$ cat config.mk
export PLATFORM = sky130hd
export DESIGN_NAME = onset_envelope_slope_core
export DESIGN_NICKNAME = d
export VERILOG_FILES = /design/src/sv/oes_pkg.sv /design/src/sv/onset_envelope_slope_core.sv /design/src/sv/oes_ctrl.sv /design/src/sv/oes_datapath.sv
export SDC_FILE = /design/constraint.sdc
export NUM_CORES = 2
export LEC_CHECK = 0
export ABC_AREA = 1
export BUFFER_PORTS_ARGS = -buffer_cell sky130_fd_sc_hd__buf_2
export CORE_MARGIN = 10
export CORE_UTILIZATION = 37
export DETAILED_ROUTE_END_ITERATION = 7
export PLACE_DENSITY = 0.59
export SKIP_LAST_GASP = 1
export SYNTH_ARGS = -nofsm -noshare
export SYNTH_HDL_FRONTEND = slang
export SYNTH_SLANG_ARGS = --single-unit
$ cat constraint.sdc
create_clock -name clk -period 22.8 [get_ports clk]
set_input_delay 4.56 -clock clk [delete_from_list [all_inputs] [get_ports clk]]
set_output_delay 4.56 -clock clk [all_outputs]
set_load 0.05 [all_outputs]
$ cat src/sv/oes_pkg.sv
`default_nettype none
package oes_pkg;

  typedef struct packed {
    logic               chan;
    logic signed [15:0] sample;
  } oes_in_t;

  typedef struct packed {
    logic        out_chan;
    logic [30:0] slope;
  } oes_out_t;

  // configuration register indexes
  localparam logic [2:0] CFG_B0 = 3'd0;
  localparam logic [2:0] CFG_B1 = 3'd1;
  localparam logic [2:0] CFG_B2 = 3'd2;
  localparam logic [2:0] CFG_A1 = 3'd3;
  localparam logic [2:0] CFG_A2 = 3'd4;

  // operand selects for the shared multiplier
  localparam logic [2:0] MUL_B0 = 3'd0;
  localparam logic [2:0] MUL_B1 = 3'd1;
  localparam logic [2:0] MUL_B2 = 3'd2;
  localparam logic [2:0] MUL_A1 = 3'd3;
  localparam logic [2:0] MUL_A2 = 3'd4;

  localparam logic signed [63:0] Y_MAX   = 64'sh0000_0000_7FFF_FFFF;
  localparam logic signed [63:0] Y_MIN   = 64'shFFFF_FFFF_8000_0000;
  localparam logic signed [63:0] MEM_MAX = 64'sh0000_7FFF_FFFF_FFFF;
  localparam logic signed [63:0] MEM_MIN = 64'shFFFF_8000_0000_0000;

  typedef struct packed {
    logic       load;
    logic       mul_en;
    logic [2:0] mul_sel;
    logic       ld_y;
    logic       ld_acc1;
    logic       ld_acc2;
    logic       wr_mem1;
    logic       fin;
  } oes_cmd_t;

  function automatic logic signed [47:0] sat48(input logic signed [63:0] v);
    logic signed [47:0] r;
    if (v > MEM_MAX) begin
      r = 48'sh7FFF_FFFF_FFFF;
    end else if (v < MEM_MIN) begin
      r = 48'sh8000_0000_0000;
    end else begin
      r = v[47:0];
    end
    return r;
  endfunction

  function automatic logic signed [31:0] sat32(input logic signed [63:0] v);
    logic signed [31:0] r;
    if (v > Y_MAX) begin
      r = 32'sh7FFF_FFFF;
    end else if (v < Y_MIN) begin
      r = 32'sh8000_0000;
    end else begin
      r = v[31:0];
    end
    return r;
  endfunction

endpackage
`default_nettype wire

$ cat src/sv/onset_envelope_slope_core.sv
`default_nettype none
// channel   direction  handshake            payload
// in_       input      in_valid / in_stall   oes_in_t  {chan, sample}
// out_      output     out_valid / out_stall oes_out_t {out_chan, slope}
// cfg_      input      cfg_we                cfg_index, cfg_data (coefficients)
//
// One item holds the sequencer through the accept, five multiply steps and the
// result step. The result register and out_valid are loaded at the result step,
// as the sequencer returns to idle to take the next item. One 32x32 multiplier is
// shared over the five products of the biquad, one product per cycle.
// Synchronous active-low reset clears coefficients, filter memories and previous values.
// The next item is taken while a result waits; a stalled result holds the
// sequencer only at its final step.
module onset_envelope_slope_core #(
  parameter int NUM_CHANNELS = 2
) (
  input  wire logic              clk,
  input  wire logic              rst_n,
  input  wire logic              in_valid,
  output logic                   in_stall,
  input  wire oes_pkg::oes_in_t  in_data,
  output logic                   out_valid,
  input  wire logic              out_stall,
  output oes_pkg::oes_out_t      out_data,
  input  wire logic              cfg_we,
  input  wire logic [2:0]        cfg_index,
  input  wire logic [31:0]       cfg_data
);
  import oes_pkg::*;

  oes_cmd_t cmd;

  oes_ctrl u_ctrl (
    .clk       (clk),
    .rst_n     (rst_n),
    .in_valid  (in_valid),
    .in_stall  (in_stall),
    .out_valid (out_valid),
    .out_stall (out_stall),
    .cmd       (cmd)
  );

  oes_datapath #(
    .NUM_CHANNELS (NUM_CHANNELS)
  ) u_dp (
    .clk       (clk),
    .rst_n     (rst_n),
    .cfg_we    (cfg_we),
    .cfg_index (cfg_index),
    .cfg_data  (cfg_data),
    .in_data   (in_data),
    .cmd       (cmd),
    .out_data  (out_data)
  );

endmodule
`default_nettype wire

$ cat src/sv/oes_ctrl.sv
`default_nettype none
module oes_ctrl (
  input  wire logic              clk,
  input  wire logic              rst_n,
  input  wire logic              in_valid,
  output logic                   in_stall,
  output logic                   out_valid,
  input  wire logic              out_stall,
  output oes_pkg::oes_cmd_t      cmd
);
  import oes_pkg::*;

  localparam logic [2:0] S_IDLE = 3'd0;
  localparam logic [2:0] S_B0   = 3'd1;
  localparam logic [2:0] S_Y    = 3'd2;
  localparam logic [2:0] S_B1   = 3'd3;
  localparam logic [2:0] S_B2   = 3'd4;
  localparam logic [2:0] S_A1   = 3'd5;
  localparam logic [2:0] S_A2   = 3'd6;

  logic [2:0] state_r, state_nxt;
  logic       out_valid_r, out_valid_nxt;
  logic       can_fin;

  assign in_stall  = (state_r != S_IDLE);
  assign out_valid = out_valid_r;
  // result register frees up this cycle or is already empty
  assign can_fin   = !out_valid_r || !out_stall;

  always_comb begin
    state_nxt = state_r;
    cmd       = '0;
    unique case (state_r)
      S_IDLE: begin
        if (in_valid) begin
          cmd.load  = 1'b1;
          state_nxt = S_B0;
        end
      end
      S_B0: begin
        cmd.mul_en  = 1'b1;
        cmd.mul_sel = MUL_B0;
        state_nxt   = S_Y;
      end
      S_Y: begin
        cmd.ld_y    = 1'b1;
        cmd.mul_en  = 1'b1;
        cmd.mul_sel = MUL_B1;
        state_nxt   = S_B1;
      end
      S_B1: begin
        cmd.ld_acc1 = 1'b1;
        cmd.mul_en  = 1'b1;
        cmd.mul_sel = MUL_B2;
        state_nxt   = S_B2;
      end
      S_B2: begin
        cmd.ld_acc2 = 1'b1;
        cmd.mul_en  = 1'b1;
        cmd.mul_sel = MUL_A1;
        state_nxt   = S_A1;
      end
      S_A1: begin
        cmd.wr_mem1 = 1'b1;
        cmd.mul_en  = 1'b1;
        cmd.mul_sel = MUL_A2;
        state_nxt   = S_A2;
      end
      S_A2: begin
        if (can_fin) begin
          cmd.fin   = 1'b1;
          state_nxt = S_IDLE;
        end
      end
      default: begin
        state_nxt = S_IDLE;
      end
    endcase
  end

  always_comb begin
    out_valid_nxt = out_valid_r;
    if (cmd.fin) begin
      out_valid_nxt = 1'b1;
    end else if (!out_stall) begin
      out_valid_nxt = 1'b0;
    end
  end

  always_ff @(posedge clk) begin
    if (!rst_n) begin
      state_r     <= S_IDLE;
      out_valid_r <= 1'b0;
    end else begin
      state_r     <= state_nxt;
      out_valid_r <= out_valid_nxt;
    end
  end

endmodule
`default_nettype wire

$ cat src/sv/oes_datapath.sv
`default_nettype none
module oes_datapath #(
  parameter int NUM_CHANNELS = 2
) (
  input  wire logic              clk,
  input  wire logic              rst_n,
  input  wire logic              cfg_we,
  input  wire logic [2:0]        cfg_index,
  input  wire logic [31:0]       cfg_data,
  input  wire oes_pkg::oes_in_t  in_data,
  input  wire oes_pkg::oes_cmd_t cmd,
  output oes_pkg::oes_out_t      out_data
);
  import oes_pkg::*;

  localparam int IDX_W = (NUM_CHANNELS > 1) ? $clog2(NUM_CHANNELS) : 1;

  logic signed [31:0] b0_r, b1_r, b2_r, a1_r, a2_r;

  logic signed [47:0] mem_one_r [NUM_CHANNELS];
  logic signed [47:0] mem_two_r [NUM_CHANNELS];
  logic signed [31:0] prev_r    [NUM_CHANNELS];

  logic               chan_r;
  logic               hit_r;
  logic [IDX_W-1:0]   idx_r;
  logic [15:0]        x_r;
  logic signed [63:0] prod_r;
  logic signed [31:0] y_r;
  logic signed [63:0] acc1_r;
  logic signed [63:0] acc2_r;
  oes_out_t           out_r;

  logic signed [16:0] s_ext;
  logic signed [16:0] s_mag;
  logic               in_hit;
  logic signed [31:0] op_a;
  logic signed [31:0] op_b;
  logic signed [63:0] acc0;
  logic signed [63:0] fb_term;
  logic signed [47:0] mem1_new;
  logic signed [47:0] mem2_new;
  logic signed [32:0] diff;
  logic [30:0]        slope_new;

  assign s_ext  = 17'(in_data.sample);
  assign s_mag  = s_ext[16] ? -s_ext : s_ext;
  assign in_hit = (32'(in_data.chan) < 32'(NUM_CHANNELS));

  always_comb begin
    op_a = b0_r;
    op_b = signed'({16'b0, x_r});
    unique case (cmd.mul_sel)
      MUL_B0: op_a = b0_r;
      MUL_B1: op_a = b1_r;
      MUL_B2: op_a = b2_r;
      MUL_A1: begin
        op_a = a1_r;
        op_b = y_r;
      end
      MUL_A2: begin
        op_a = a2_r;
        op_b = y_r;
      end
      default: op_a = b0_r;
    endcase
  end

  // acc0 holds 44 fractional bits; y keeps 31
  assign acc0     = prod_r + 64'(mem_one_r[idx_r]);
  assign fb_term  = prod_r >>> 16;
  assign mem1_new = sat48(acc1_r - fb_term);
  assign mem2_new = sat48(acc2_r - fb_term);
  assign diff     = 33'(y_r) - 33'(prev_r[idx_r]);

  always_comb begin
    if (diff[32]) begin
      slope_new = '0;
    end else if (diff[31]) begin
      slope_new = '1;
    end else begin
      slope_new = diff[30:0];
    end
  end

  always_ff @(posedge clk) begin
    if (!rst_n) begin
      b0_r <= '0;
      b1_r <= '0;
      b2_r <= '0;
      a1_r <= '0;
      a2_r <= '0;
    end else if (cfg_we) begin
      unique case (cfg_index)
        CFG_B0:  b0_r <= cfg_data;
        CFG_B1:  b1_r <= cfg_data;
        CFG_B2:  b2_r <= cfg_data;
        CFG_A1:  a1_r <= cfg_data;
        CFG_A2:  a2_r <= cfg_data;
        default: ;
      endcase
    end
  end

  always_ff @(posedge clk) begin
    if (!rst_n) begin
      for (int i = 0; i < NUM_CHANNELS; i++) begin
        mem_one_r[i] <= '0;
        mem_two_r[i] <= '0;
        prev_r[i]    <= '0;
      end
    end else begin
      if (cmd.wr_mem1 && hit_r) begin
        mem_one_r[idx_r] <= mem1_new;
      end
      if (cmd.fin && hit_r) begin
        mem_two_r[idx_r] <= mem2_new;
        prev_r[idx_r]    <= y_r;
      end
    end
  end

  always_ff @(posedge clk) begin
    if (cmd.load) begin
      chan_r <= in_data.chan;
      hit_r  <= in_hit;
      // out-of-range channel still runs through, but reads entry 0 and writes nothing
      idx_r  <= in_hit ? IDX_W'(in_data.chan) : '0;
      x_r    <= s_mag[15:0];
    end
    if (cmd.mul_en) begin
      prod_r <= op_a * op_b;
    end
    if (cmd.ld_y) begin
      y_r <= sat32(acc0 >>> 13);
    end
    if (cmd.ld_acc1) begin
      acc1_r <= prod_r + 64'(mem_two_r[idx_r]);
    end
    if (cmd.ld_acc2) begin
      acc2_r <= prod_r;
    end
    if (cmd.fin) begin
      out_r.out_chan <= chan_r;
      out_r.slope    <= hit_r ? slope_new : '0;
    end
  end

  assign out_data = out_r;

endmodule
`default_nettype wire
==> impl_metrics.ini <==
[status]
status = complete, no violations

[global_routing]
grt_pass1_wl_um = 495000
grt_usage = 0.264
grt_pass1_vias = 75800
grt-ovfl-total = 0
grt_max_degree = 120
antenna_found_initial = 18

[die]
coreArea_um2 = 230000
dieArea_um2 = 251000
pin_count = 91
die_width_um = 501
die_y_um = 501
fp-row-count = 176
start_util = 0.372

[logic_synthesis]
avgSynthCellArea_um2 = 7.75
synth_area_um2 = 85600
synthMuxAreaShare = 0.00351
yosys_warnings = 0
synth_cell_types = 53
synthSimpleGateAreaFrac = 0.220
synth-async-reset-ratio = 0
synth_xor_area_frac = 0.0311
ys.flop_type = edfxtp_1
synth-edff-count = 529
synth_cells = 11000
synth_compound_area_frac = 0.0850
synth_top_family_by_area = adder cells
synth_seq_cells = 694
synth-adder-area-share = 0.322
syn-num-nets = 12700
ys_seq_area_frac = 0.224

[place]
dp_hpwl_um = 272000
dpl_cell_area_um2 = 89600
io_buffers = 90
dp_cells = 14000
pre_cts_ws_ns = 11.61
gp_congestion = 0.994

[route]
wl_um = 335000
wire_per_inst_um = 23.6
dr.pass1.iters = 7
first_iter_violations = 6615
antenna_left = 0
vias_per_cell = 5.20
vias = 73600
drc = 0

[setup_path]
critPathCaptureType = register
required_ns = 23.23
worstPathMaxFanout = 35
worstSetupPathType = reg -> reg
arrival_ns = 11.61
start_kind = register
cpPeakStageDelay_ns = 0.87
crit_top_cell = inv_1
worst_path_max_delay_cell = fa_1

[layout]
nNetsFinal = 12700
layout_common_cells = 2803 x nand2_1, 2144 x inv_1, 1428 x nor2_1, 1086 x fa_1, 531 x a21oi_1
syn2layout_area_growth_pct = 8.13
final_area_um2 = 92500
n_fill_cell = 23700
mostFrequentLayoutCell = nand2_1
fin_cells = 14200
drive_above_1_share = 0.0624

[timing]
relSlewSlack = 0.130
finalWorstSetupSlack_ns = 11.62
post-route-min-period_ns = 11.18
finalHoldViolations = 0
maxSlewViolCount = 0
max_freq_ghz = 0.0895
fin_crit_sh = 0.490
worstMarginPinSlew_ns = 1.30
setup_viol = 0
finalSetupTns_ns = 0
finClkSkew_ns = 0.0717
rsz0062_at_grt = no

[flow_run]
maxCapViolCount = 0

[pwr]
ir_worst_vdd_mv = 0.0824
p_leak_uw = 0.0453
cellPowerDensity_nw_per_um2 = 94.4

[clocking]
numClockSinks = 694
cts-root-buf = clkbuf_16
cts_tree = done
path_clk_slew_ns = 0.06
hold_buffers = 0
cts_resized = 0
clock_path_buffers = 3
numCtsBuffers = 85
cts_setup_buffers = 0
clk_latency_ns = 0.75
htreeDepth = 3

[worst_hold_path]
hp-class = reg -> reg
==> cell usage after synthesis (7+ instances only) <==
| library cell | n | area, µm² |
|---|---|---|
| a21o_1 | 13 | 97.6 |
| a21oi_1 | 531 | 2660 |
| a21oi_2 | 138 | 1210 |
| a221oi_1 | 36 | 315 |
| a31oi_1 | 50 | 313 |
| and2_1 | 13 | 81.3 |
| and3_1 | 15 | 93.8 |
| buf_1 | 11 | 41.3 |
| buf_12 | 12 | 240 |
| buf_2 | 20 | 100 |
| buf_4 | 7 | 52.6 |
| clkbuf_1 | 247 | 927 |
| clkinv_1 | 19 | 71.3 |
| dfxtp_1 | 165 | 3300 |
| edfxtp_1 | 529 | 15900 |
| fa_1 | 1086 | 21700 |
| ha_1 | 468 | 5860 |
| inv_1 | 2146 | 8060 |
| inv_2 | 34 | 128 |
| mux2i_1 | 30 | 300 |
| nand2_1 | 2811 | 10600 |
| nand2_2 | 29 | 181 |
| nand2_4 | 51 | 574 |
| nand3_1 | 150 | 751 |
| nand3b_1 | 22 | 165 |
| nand4_1 | 41 | 257 |
| nor2_1 | 1444 | 5420 |
| nor2_2 | 15 | 93.8 |
| nor3_1 | 55 | 275 |
| nor3_2 | 9 | 90.1 |
| nor4_1 | 23 | 144 |
| o211ai_1 | 11 | 82.6 |
| o21a_1 | 21 | 158 |
| o21ai_0 | 396 | 1980 |
| o21ai_1 | 15 | 75.1 |
| o21bai_1 | 26 | 195 |
| o31ai_1 | 9 | 67.6 |
| xnor2_1 | 103 | 902 |
| xor2_1 | 199 | 1740 |
==> through the flow <==
| step | utilization | power (µW) | hold slack [ns] |
|---|---|---|---|
| final | 0.402 | 8730 | 0.447 |
| after CTS | 0.402 | 8700 | 0.448 |
| after global placement | 0.390 | 7250 | 0.434 |
| after floorplan | - | 5370 | 0.424 |
| after detailed placement | 0.390 | 7260 | 0.439 |
| after global routing | 0.402 | 9320 | 0.466 |
==> layout make-up <==
class	instances	area, µm²	share of cell area
multi-input combinational	7841	56900	0.614
sequential	694	19200	0.207
inverter	2199	8260	0.0892
tap	3026	3790	0.0409
clock buffer	103	2260	0.0244
timing repair buffer	236	1560	0.0169
clock inverter	47	598	0.00646
antenna	8	20.0	0.000216
==> cells by family after synthesis <==
family | after synthesis
compound gates | 1261
xor+xnor | 303
fa+ha+maj | 1554
buf+inv | 2506
flops | 694
mux | 30
simple gates | 4693
==> worst max-delay path: cells and delay by family, from the launching register on <==
| family | cells | cell delay (ns) |
|---|---|---|
| flops | 1 | 0.44 |
| compound gates | 3 | 0.64 |
| simple gates | 10 | 1.71 |
| buf+inv | 13 | 2.97 |
| xor+xnor | 1 | 0.17 |
| fa+ha+maj | 9 | 4.90 |
==> path summary, 6_finish.rpt <==
kind / start / end / slack, ns / depth (start not counted)
hold reg to reg: u_dp.a1_r[17]$_SDFFE_PN0P_ / u_dp.a1_r[17]$_SDFFE_PN0P_ / 0.45 / 2
hold / removal: u_dp.a1_r[17]$_SDFFE_PN0P_ / u_dp.a1_r[17]$_SDFFE_PN0P_ / 0.45 / 2
setup / recovery: u_ctrl.state_r[0]$_SDFFE_PN0P_ / u_dp.prod_r[60]$_DFFE_PN_ / 11.62 / 36
setup reg to reg: u_ctrl.state_r[0]$_SDFFE_PN0P_ / u_dp.prod_r[60]$_DFFE_PN_ / 11.62 / 36
==> report_power, final <==
part | internal, µW | switching [µW]
logic | 1570 | 3980
clock network | 823 | 598
registers | 1590 | 175
total | 3980 | 4750
==> sequential cells by signal (all words and copies together) (netlist names), 16 cells and up, named ones only <==
register	cells
u_dp.mem_one_r	96
u_dp.mem_two_r	96
u_dp.acc1_r	64
u_dp.acc2_r	64
u_dp.prev_r	64
u_dp.prod_r	64
u_dp.a1_r	32
u_dp.a2_r	32
u_dp.b0_r	32
u_dp.b1_r	32
u_dp.b2_r	32
u_dp.out_data	32
u_dp.y_r	32
u_dp.x_r	16
==> layer usage <==
metal,up-vias,global-route usage,part of all wire
met5,-,0,0.00025
met3,685,0.0414,0.073
li1,33800,-,-
met2,2928,0.424,0.45
met4,10,0.136,0.065
met1,36200,0.342,0.41
No activity file was read; power rests on OpenSTA's default activity.
